--- src/design/mtfw_pkg.sv ---
// ----------------------------------------------------------------------------
// mtfw_pkg
// Shared types and codes for the mutex table with FIFO waiter queues.
// ----------------------------------------------------------------------------
package mtfw_pkg;

    localparam int LOCK_SLOTS   = 16;
    localparam int THREAD_COUNT = 16;
    localparam int SLOT_W       = $clog2(LOCK_SLOTS);
    localparam int THREAD_W     = $clog2(THREAD_COUNT);
    localparam int QUEUE_DEPTH  = 2;
    localparam int QPTR_W       = $clog2(QUEUE_DEPTH);

    typedef logic [SLOT_W-1:0]   t_slot;
    typedef logic [THREAD_W-1:0] t_thread;

    // request opcodes as they arrive on the input channel
    typedef enum logic [2:0] {
        OP_INIT    = 3'd0,
        OP_DESTROY = 3'd1,
        OP_LOCK    = 3'd2,
        OP_TRYLOCK = 3'd3,
        OP_UNLOCK  = 3'd4
    } t_op_code;

    // classified command carried to the back end
    typedef enum logic [2:0] {
        CMD_NOP,
        CMD_INIT,
        CMD_DESTROY,
        CMD_LOCK,
        CMD_TRYLOCK,
        CMD_UNLOCK
    } t_cmd_kind;

    typedef enum logic [3:0] {
        OC_ACQUIRED     = 4'd0,
        OC_QUEUED       = 4'd1,
        OC_BUSY         = 4'd2,
        OC_RELEASED     = 4'd3,
        OC_HANDOFF      = 4'd4,
        OC_ALREADY_FREE = 4'd5,
        OC_REFUSED      = 4'd6,
        OC_ABSENT       = 4'd7,
        OC_DONE         = 4'd8
    } t_outcome;

    typedef struct packed {
        logic [2:0] op;
        logic [3:0] lock_id;
        logic [3:0] thread_id;
    } t_req;

    typedef struct packed {
        t_outcome   outcome;
        logic       implicit_created;
        logic       woken_valid;
        logic [3:0] woken_thread;
    } t_rsp;

    typedef struct packed {
        t_cmd_kind kind;
        t_slot     slot;
        t_thread   thread;
    } t_cmd;

endpackage

--- src/design/mtfw_front.sv ---
// ----------------------------------------------------------------------------
// mtfw_front
// Request classifier: decodes the opcode and reduces the slot and thread
// indices to the table sizes.
// ----------------------------------------------------------------------------
module mtfw_front (
    input  mtfw_pkg::t_req i_req,
    output mtfw_pkg::t_cmd o_cmd
);
    import mtfw_pkg::*;

    always_comb begin
        o_cmd.slot   = t_slot'(i_req.lock_id);
        o_cmd.thread = t_thread'(i_req.thread_id);
        unique case (i_req.op)
            OP_INIT:    o_cmd.kind = CMD_INIT;
            OP_DESTROY: o_cmd.kind = CMD_DESTROY;
            OP_LOCK:    o_cmd.kind = CMD_LOCK;
            OP_TRYLOCK: o_cmd.kind = CMD_TRYLOCK;
            OP_UNLOCK:  o_cmd.kind = CMD_UNLOCK;
            default:    o_cmd.kind = CMD_NOP;
        endcase
    end

endmodule

--- src/design/mtfw_cmd_queue.sv ---
// ----------------------------------------------------------------------------
// mtfw_cmd_queue
// Short command queue between the classifier and the execution stage.
// ----------------------------------------------------------------------------
module mtfw_cmd_queue (
    input  logic           i_clk,
    input  logic           i_rst_n,
    input  logic           i_push,
    input  mtfw_pkg::t_cmd i_cmd,
    output logic           o_full,
    input  logic           i_pop,
    output logic           o_not_empty,
    output mtfw_pkg::t_cmd o_cmd
);
    import mtfw_pkg::*;

    t_cmd               r_mem [QUEUE_DEPTH];
    logic [QPTR_W-1:0]  r_wr_ptr, n_wr_ptr;
    logic [QPTR_W-1:0]  r_rd_ptr, n_rd_ptr;
    logic [QPTR_W:0]    r_count, n_count;

    assign o_full      = (r_count == (QPTR_W+1)'(QUEUE_DEPTH));
    assign o_not_empty = (r_count != '0);
    assign o_cmd       = r_mem[r_rd_ptr];

    always_comb begin
        n_wr_ptr = i_push ? r_wr_ptr + 1'b1 : r_wr_ptr;
        n_rd_ptr = i_pop  ? r_rd_ptr + 1'b1 : r_rd_ptr;
        n_count  = r_count;
        if (i_push && !i_pop) begin
            n_count = r_count + 1'b1;
        end else if (!i_push && i_pop) begin
            n_count = r_count - 1'b1;
        end
    end

    always_ff @(posedge i_clk) begin
        if (!i_rst_n) begin
            r_wr_ptr <= '0;
            r_rd_ptr <= '0;
            r_count  <= '0;
        end else begin
            r_wr_ptr <= n_wr_ptr;
            r_rd_ptr <= n_rd_ptr;
            r_count  <= n_count;
        end
    end

    always_ff @(posedge i_clk) begin
        if (i_push) begin
            r_mem[r_wr_ptr] <= i_cmd;
        end
    end

endmodule

--- src/design/mtfw_back.sv ---
// ----------------------------------------------------------------------------
// mtfw_back
// Execution stage: holds the slot table and waiter links, runs one command
// per cycle while its output register is empty or being read, and keeps the result in that output register.
// ----------------------------------------------------------------------------
module mtfw_back (
    input  logic           i_clk,
    input  logic           i_rst_n,
    input  logic           i_cmd_valid,
    input  mtfw_pkg::t_cmd i_cmd,
    output logic           o_cmd_pop,
    output logic           o_out_valid,
    input  logic           i_out_ready,
    output mtfw_pkg::t_rsp o_out_rsp
);
    import mtfw_pkg::*;

    logic [LOCK_SLOTS-1:0] r_slot_valid, r_slot_held, r_slot_wait;
    t_thread               r_head [LOCK_SLOTS];
    t_thread               r_tail [LOCK_SLOTS];
    t_thread               r_next [THREAD_COUNT];

    logic    r_out_valid;
    t_rsp    r_rsp, n_rsp;

    logic    cur_valid, cur_held, cur_wait;
    t_thread cur_head, cur_tail, head_next;
    logic    n_valid_bit, n_held_bit, n_wait_bit;
    logic    head_we, tail_we, next_we;
    t_thread head_wdata;

    assign o_cmd_pop   = i_cmd_valid && (!r_out_valid || i_out_ready);
    assign o_out_valid = r_out_valid;
    assign o_out_rsp   = r_rsp;

    assign cur_valid = r_slot_valid[i_cmd.slot];
    assign cur_held  = r_slot_held[i_cmd.slot];
    assign cur_wait  = r_slot_wait[i_cmd.slot];
    assign cur_head  = r_head[i_cmd.slot];
    assign cur_tail  = r_tail[i_cmd.slot];
    assign head_next = r_next[cur_head];

    always_comb begin
        logic eff_held, eff_wait;
        eff_held = cur_valid && cur_held;
        eff_wait = cur_valid && cur_wait;

        n_valid_bit = cur_valid;
        n_held_bit  = cur_held;
        n_wait_bit  = cur_wait;
        head_we     = 1'b0;
        tail_we     = 1'b0;
        next_we     = 1'b0;
        head_wdata  = i_cmd.thread;

        n_rsp.outcome          = OC_DONE;
        n_rsp.implicit_created = 1'b0;
        n_rsp.woken_valid      = 1'b0;
        n_rsp.woken_thread     = '0;

        unique case (i_cmd.kind) inside
            CMD_INIT: begin
                if (eff_wait) begin
                    n_rsp.outcome = OC_REFUSED;
                end else begin
                    n_valid_bit = 1'b1;
                    n_held_bit  = 1'b0;
                    n_wait_bit  = 1'b0;
                end
            end
            CMD_DESTROY: begin
                if (!cur_valid) begin
                    n_rsp.outcome = OC_ABSENT;
                end else if (cur_wait) begin
                    n_rsp.outcome = OC_REFUSED;
                end else begin
                    n_valid_bit = 1'b0;
                    n_held_bit  = 1'b0;
                end
            end
            CMD_LOCK, CMD_TRYLOCK, CMD_UNLOCK: begin
                // an absent slot is created free with an empty queue first
                n_rsp.implicit_created = !cur_valid;
                n_valid_bit = 1'b1;
                n_held_bit  = eff_held;
                n_wait_bit  = eff_wait;
                if (i_cmd.kind == CMD_UNLOCK) begin
                    if (eff_wait) begin
                        n_held_bit         = 1'b1;
                        n_rsp.outcome      = OC_HANDOFF;
                        n_rsp.woken_valid  = 1'b1;
                        n_rsp.woken_thread = 4'(cur_head);
                        if (cur_head == cur_tail) begin
                            n_wait_bit = 1'b0;
                        end else begin
                            head_we    = 1'b1;
                            head_wdata = head_next;
                        end
                    end else if (eff_held) begin
                        n_held_bit    = 1'b0;
                        n_rsp.outcome = OC_RELEASED;
                    end else begin
                        n_rsp.outcome = OC_ALREADY_FREE;
                    end
                end else if (!eff_held) begin
                    n_held_bit    = 1'b1;
                    n_rsp.outcome = OC_ACQUIRED;
                end else if (i_cmd.kind == CMD_TRYLOCK) begin
                    n_rsp.outcome = OC_BUSY;
                end else begin
                    // append at the tail; an empty queue gets a new head
                    if (eff_wait) begin
                        next_we = 1'b1;
                    end else begin
                        head_we    = 1'b1;
                        n_wait_bit = 1'b1;
                    end
                    tail_we       = 1'b1;
                    n_rsp.outcome = OC_QUEUED;
                end
            end
            default: begin
                n_rsp.outcome = OC_DONE;
            end
        endcase
    end

    always_ff @(posedge i_clk) begin
        if (!i_rst_n) begin
            r_slot_valid <= '0;
            r_slot_held  <= '0;
            r_slot_wait  <= '0;
            r_out_valid  <= 1'b0;
        end else begin
            if (o_cmd_pop) begin
                r_slot_valid[i_cmd.slot] <= n_valid_bit;
                r_slot_held[i_cmd.slot]  <= n_held_bit;
                r_slot_wait[i_cmd.slot]  <= n_wait_bit;
                r_out_valid              <= 1'b1;
            end else if (i_out_ready) begin
                r_out_valid <= 1'b0;
            end
        end
    end

    always_ff @(posedge i_clk) begin
        if (o_cmd_pop) begin
            r_rsp <= n_rsp;
            if (head_we) begin
                r_head[i_cmd.slot] <= head_wdata;
            end
            if (tail_we) begin
                r_tail[i_cmd.slot] <= i_cmd.thread;
            end
            if (next_we) begin
                r_next[cur_tail] <= i_cmd.thread;
            end
        end
    end

endmodule

--- src/design/mutex_table_fifo_waiters_top.sv ---
// ----------------------------------------------------------------------------
// mutex_table_fifo_waiters_top
// Mutex table with a per-slot FIFO of waiting threads.
// ----------------------------------------------------------------------------
// Requests (op, lock_id, thread_id) enter on the i_in_valid / o_in_ready
// channel; each request gives exactly one response on o_out_valid /
// i_out_ready, in request order.
// A request is classified on entry and written to a two-entry command queue.
// The execution stage takes one command per cycle from that queue while the
// output register is empty or being read, updates the slot table and link
// store and loads the result into an output register. A request passes the
// queue and then the output register before o_out_valid rises. Throughput
// is one request per cycle while the receiver keeps up; the execution stage
// reads one slot entry and one link entry per command.
// When the receiver stalls, the output register holds its result and the
// execution stage stops; the queue then fills and o_in_ready drops after
// two more requests.
// Reset clears the slot valid, held and waiter flags, the queue and the
// output register; the head, tail and link stores need no clearing since
// they are only read behind a set waiter flag. No clearing pass is run.
// ----------------------------------------------------------------------------
module mutex_table_fifo_waiters_top (
    input  logic           i_clk,
    input  logic           i_rst_n,
    input  logic           i_in_valid,
    output logic           o_in_ready,
    input  mtfw_pkg::t_req i_in_req,
    output logic           o_out_valid,
    input  logic           i_out_ready,
    output mtfw_pkg::t_rsp o_out_rsp
);
    import mtfw_pkg::*;

    t_cmd front_cmd, queue_cmd;
    logic queue_full, queue_not_empty, cmd_pop, push;

    assign o_in_ready = !queue_full;
    assign push       = i_in_valid && !queue_full;

    mtfw_front u_front (
        .i_req (i_in_req),
        .o_cmd (front_cmd)
    );

    mtfw_cmd_queue u_queue (
        .i_clk       (i_clk),
        .i_rst_n     (i_rst_n),
        .i_push      (push),
        .i_cmd       (front_cmd),
        .o_full      (queue_full),
        .i_pop       (cmd_pop),
        .o_not_empty (queue_not_empty),
        .o_cmd       (queue_cmd)
    );

    mtfw_back u_back (
        .i_clk       (i_clk),
        .i_rst_n     (i_rst_n),
        .i_cmd_valid (queue_not_empty),
        .i_cmd       (queue_cmd),
        .o_cmd_pop   (cmd_pop),
        .o_out_valid (o_out_valid),
        .i_out_ready (i_out_ready),
        .o_out_rsp   (o_out_rsp)
    );

endmodule

--- config.mk ---
export PLATFORM = sky130hd
export DESIGN_NAME = mutex_table_fifo_waiters_top
export DESIGN_NICKNAME = d
export VERILOG_FILES = /design/src/design/mtfw_pkg.sv /design/src/design/mtfw_front.sv /design/src/design/mtfw_cmd_queue.sv /design/src/design/mtfw_back.sv /design/src/design/mutex_table_fifo_waiters_top.sv
export SDC_FILE = /design/constraint.sdc
export NUM_CORES = 1
export LEC_CHECK = 0
export BUFFER_PORTS_ARGS = -buffer_cell sky130_fd_sc_hd__buf_2
export CELL_PAD_IN_SITES_DETAIL_PLACEMENT = 2
export CELL_PAD_IN_SITES_GLOBAL_PLACEMENT = 2
export CORE_MARGIN = 5
export CORE_UTILIZATION = 44
export CTS_CLUSTER_DIAMETER = 50
export DETAILED_ROUTE_END_ITERATION = 7
export GPL_ROUTABILITY_DRIVEN = 0
export GPL_TIMING_DRIVEN = 0
export PLACE_DENSITY = 0.75
export SYNTH_ARGS = -nofsm -noshare
export SYNTH_HDL_FRONTEND = slang
export SYNTH_SLANG_ARGS = --single-unit
--- constraint.sdc ---
create_clock -name i_clk -period 4.6 [get_ports i_clk]
set_input_delay 0.46 -clock i_clk [delete_from_list [all_inputs] [get_ports i_clk]]
set_output_delay 0.46 -clock i_clk [all_outputs]
set_load 0.02 [all_outputs]
==> summary.md <==
| Metric | Value |
|---|---|
| YS warnings | `0` |
| Design area | `0.0140 mm²` |
| Placed cell count | `1282` |
| Slew @ Worst Pin | `1.11 ns` |
| Post-synth EDFFs | `224` |
| Num CTS Buffers | `35` |
| Synthesis-to-finish area growth | `14.6%` |
| DIE AREA | `0.0312 mm²` |
| Root Driver | `clkbuf_16` |
| Fin Hold WS | `0.138 ns` |
| Critical-path cell list | `buf_2, mux2i_4, mux4_1, o22ai_1, a211o_1, buf_2, nor2_1, a221o_1, a21oi_1, a31oi_1, a21oi_4` |
| Slowest stage delay, CP | `0.69 ns` |
| Die span in y | `177 µm` |
| Fin nets | `957` |
| DP Area | `0.0128 mm²` |
| Clock Tree Buf Depth | `3` |
| Post-synthesis average cell area | `13.9 µm²` |
| Post-Route WL | `36700 µm` |
| CTS tree | `built` |
| Ratio of final minimum period to clock period | `97.7%` |
| Core Area | `0.0276 mm²` |
| Status | `finished clean` |
| Worst r2r path cells | `11` |
| Die width | `177 µm` |
| Largest net degree at the start of global routing | `34` |
| Residual DRC count | `0` |
| Sink Count | `278` |
| Hpwl dp | `25600 µm` |
| Minimum clock period after layout | `4.50 ns` |
| Clk pin slew, worst setup/hold paths | `0.06 ns` |
| Vias/cell | `5.85` |
| Power Total | `8360 µW` |
| Yosys cell types | `81` |
| # diodes | `0` |
| Setup bufs post-CTS | `0` |
| Initial core utilization | `44.2%` |
| Synth Register Bits | `278` |
| Fmax achieved | `222 MHz` |
| H-tree level count | `2` |
| Skew final | `0.0301 ns` |
| Synthesized instance count | `879` |
| Crit Path Class | `register to register` |
| Arrival time worst endpoint | `4.76 ns` |
| Antenna violations before repair | `0` |
| Post-synth top area share | `55.1%` |
| Max_cap viols | `0` |
| Avg WL per Cell | `27.3 µm` |
| Syn nets | `895` |
| Worst hold path class | `primary input to register` |
| CP max stage cell | `mux4_1` |
| Crit path top cell by count | `buf_2` |
| Max IR drop VDD | `265 µV` |
| Worst Setup Start Kind | `register` |
| Post-Layout Cell Count | `1344` |
| Synth area leaders | `edfxtp_1, dfxtp_1, mux2i_1` |
| Leak pwr | `0.00473 µW` |
| Vias in the first global route | `8882` |
| Setup Viol. Count Final | `0` |
| Crit-path max FO | `16` |
| DR pass1 iterations | `5` |
| Area leader, netlist | `edfxtp_1` |
| Hold depth | `1` |
| Remaining Overflow, GRT | `0` |
| Main synth FF type | `edfxtp_1` |
| IO Port Bufs | `25` |
| Asr flop ratio synth | `0%` |
| Final count of pins violating max slew | `0` |
| Remaining antenna violation count | `0` |
| Number of fill cells | `2644` |
| RSZ-0062 raised after global routing | `false` |
| CP endpoint kind | `register` |
| Post-synthesis cell area | `0.0122 mm²` |
| First-pass GRT wire length | `56300 µm` |
| Pwr/cell area | `597 mW/mm²` |
| Vias | `7866` |
| Drt initial violations | `583` |
| I/O pins | `27` |
| Endpoints failing hold | `0` |
| Global-route usage over all layers | `24.0%` |
| Share of cells above drive strength 1 | `18.1%` |
| Row cnt | `61` |
| Clock Latency Late Sink | `0.52 ns` |
| Max_slew headroom | `25.6%` |
| Seq/Total Area, Yosys | `63.9%` |
| Req. time, crit path | `4.86 ns` |
[metal layers]
layer | up-vias | global-route usage, % | wire (µm)
li1 | 3519 | - | -
met1 | 4052 | 30.3 | 15100
met2 | 226 | 42.0 | 18800
met3 | 69 | 3.87 | 1570
met4 | 0 | 8.45 | 1270
met5 | - | 0 | 0
[worst max-delay path: cells and delay by family (launching register included)]
family | cells | cell delay (ns)
buffers and inverters | 2 | 0.56
flip-flops | 1 | 0.35
AO/OA/AOI/OAI | 6 | 1.92
AND/OR/NAND/NOR | 1 | 0.14
multiplexers | 2 | 1.24
[worst paths after layout]
kind / slack (ns) / to / startpoint
min: 0.14 / u_queue.r_mem[1][3] / i_in_req[3]
max: 0.10 / u_back.r_head[10][3] / u_queue.r_mem[0][4]
min reg2reg: 0.46 / u_back.r_slot_wait[13] / u_back.r_slot_wait[13]
max reg2reg: 0.10 / u_back.r_head[10][3] / u_queue.r_mem[0][4]
[cell usage in the layout (no fill, tap or decap), drive strengths merged, types with 5 or more instances in the layout]
cell type / Yosys / final
nor2b: 19 / 19
edfxtp: 224 / 224
buf: 40 / 65
o21ai: 42 / 42
nor2: 63 / 63
mux2: 10 / 10
nand2: 55 / 55
mux4: 14 / 14
o221ai: 5 / 5
nand3: 36 / 36
dfxtp: 54 / 54
nor3: 24 / 24
mux2i: 95 / 95
a21boi: 26 / 26
a21o: 7 / 7
o22ai: 13 / 13
a21oi: 33 / 33
and2: 7 / 7
clkbuf: 12 / 52
nand4: 5 / 5
inv: 4 / 9
clkinv: 0 / 9
and3: 5 / 5
a22oi: 7 / 7
o22a: 6 / 6
nand3b: 5 / 5
xnor2: 6 / 6
nand2b: 5 / 5
[metrics by stage]
step           TNS [ns]  setup slack [ns]  utilization, %
2_1_floorplan         0              1.14               -
3_3_place_gp     -0.675           -0.0427            46.4
3_5_place_dp     -10.93            -0.321            46.4
4_1_cts               0            0.0446            50.6
5_1_grt               0            0.0275            50.7
6_report              0             0.104            50.7
[final cells by class]
type / count / area, µm² / area share [%]
Inverter: 4 / 15.0 / 0.107
Sequential cell: 278 / 7810 / 55.8
Multi-Input combinational cell: 545 / 4100 / 29.3
Buffer: 52 / 337 / 2.40
Clock buffer: 40 / 905 / 6.46
Clock inverter: 22 / 239 / 1.71
Timing Repair Buffer: 25 / 125 / 0.894
Tap cell: 378 / 473 / 3.38
[power by group]
| part | internal, µW | switching, µW |
|---|---|---|
| Clock | 1650 | 1080 |
| Sequential | 2990 | 58.3 |
| Combinational | 815 | 1760 |
| Total | 5460 | 2900 |
[cells by family (layout without fill, tap and decap cells)]
| family | count (synthesis) | count (layout) | synth area share [%] |
|---|---|---|---|
| flip-flops | 278 | 278 | 63.9 |
| AND/OR/NAND/NOR | 241 | 241 | 10.3 |
| AO/OA/AOI/OAI | 176 | 176 | 10.4 |
| multiplexers | 119 | 119 | 11.8 |
| buffers and inverters | 56 | 143 | 2.88 |
| XOR/XNOR | 8 | 8 | 0.635 |
| adder cells (fa/ha/maj) | 1 | 1 | 0.102 |
[cell usage after synthesis (3+ instances only)]
master / n
edfxtp_1: 224
mux2i_1: 93
nor2_1: 57
nand2_1: 55
dfxtp_1: 54
nand3_1: 36
o21ai_0: 33
a21oi_1: 32
a21boi_0: 25
buf_2: 19
nor2b_1: 17
clkbuf_1: 12
nor3_1: 12
nor3_2: 12
o22ai_1: 11
mux2_2: 10
mux4_1: 9
buf_4: 8
buf_6: 8
o21ai_1: 8
a21o_1: 7
a22oi_1: 7
and2_1: 6
o22a_1: 6
and3_1: 5
mux4_2: 5
nand2b_1: 5
nand3b_1: 5
nor2_2: 5
o221ai_1: 5
xnor2_1: 5
a41o_1: 4
inv_1: 4
nand4_1: 4
nor3b_1: 4
a221o_1: 3
a31oi_1: 3
and3b_1: 3
buf_1: 3
or3_1: 3
[state kept, by name, indices dropped and copies added, names as in the netlist, named ones only]
signal               count
u_back.o_out_rsp        10
u_back.o_out_valid       1
u_back.r_head           64
u_back.r_next           64
u_back.r_slot_held      16
u_back.r_slot_valid     16
u_back.r_slot_wait      16
u_back.r_tail           64
u_queue.r_count          2
u_queue.r_mem           22
u_queue.r_rd_ptr         1
u_queue.r_wr_ptr         1
[timing repair]
action                     CTS  global route
setup endpoints to repair   48            40
hold buffers                 0             0
pin swaps                    0             0
resized for setup            4             4
Note: power is estimated with default switching activity, not from simulation.
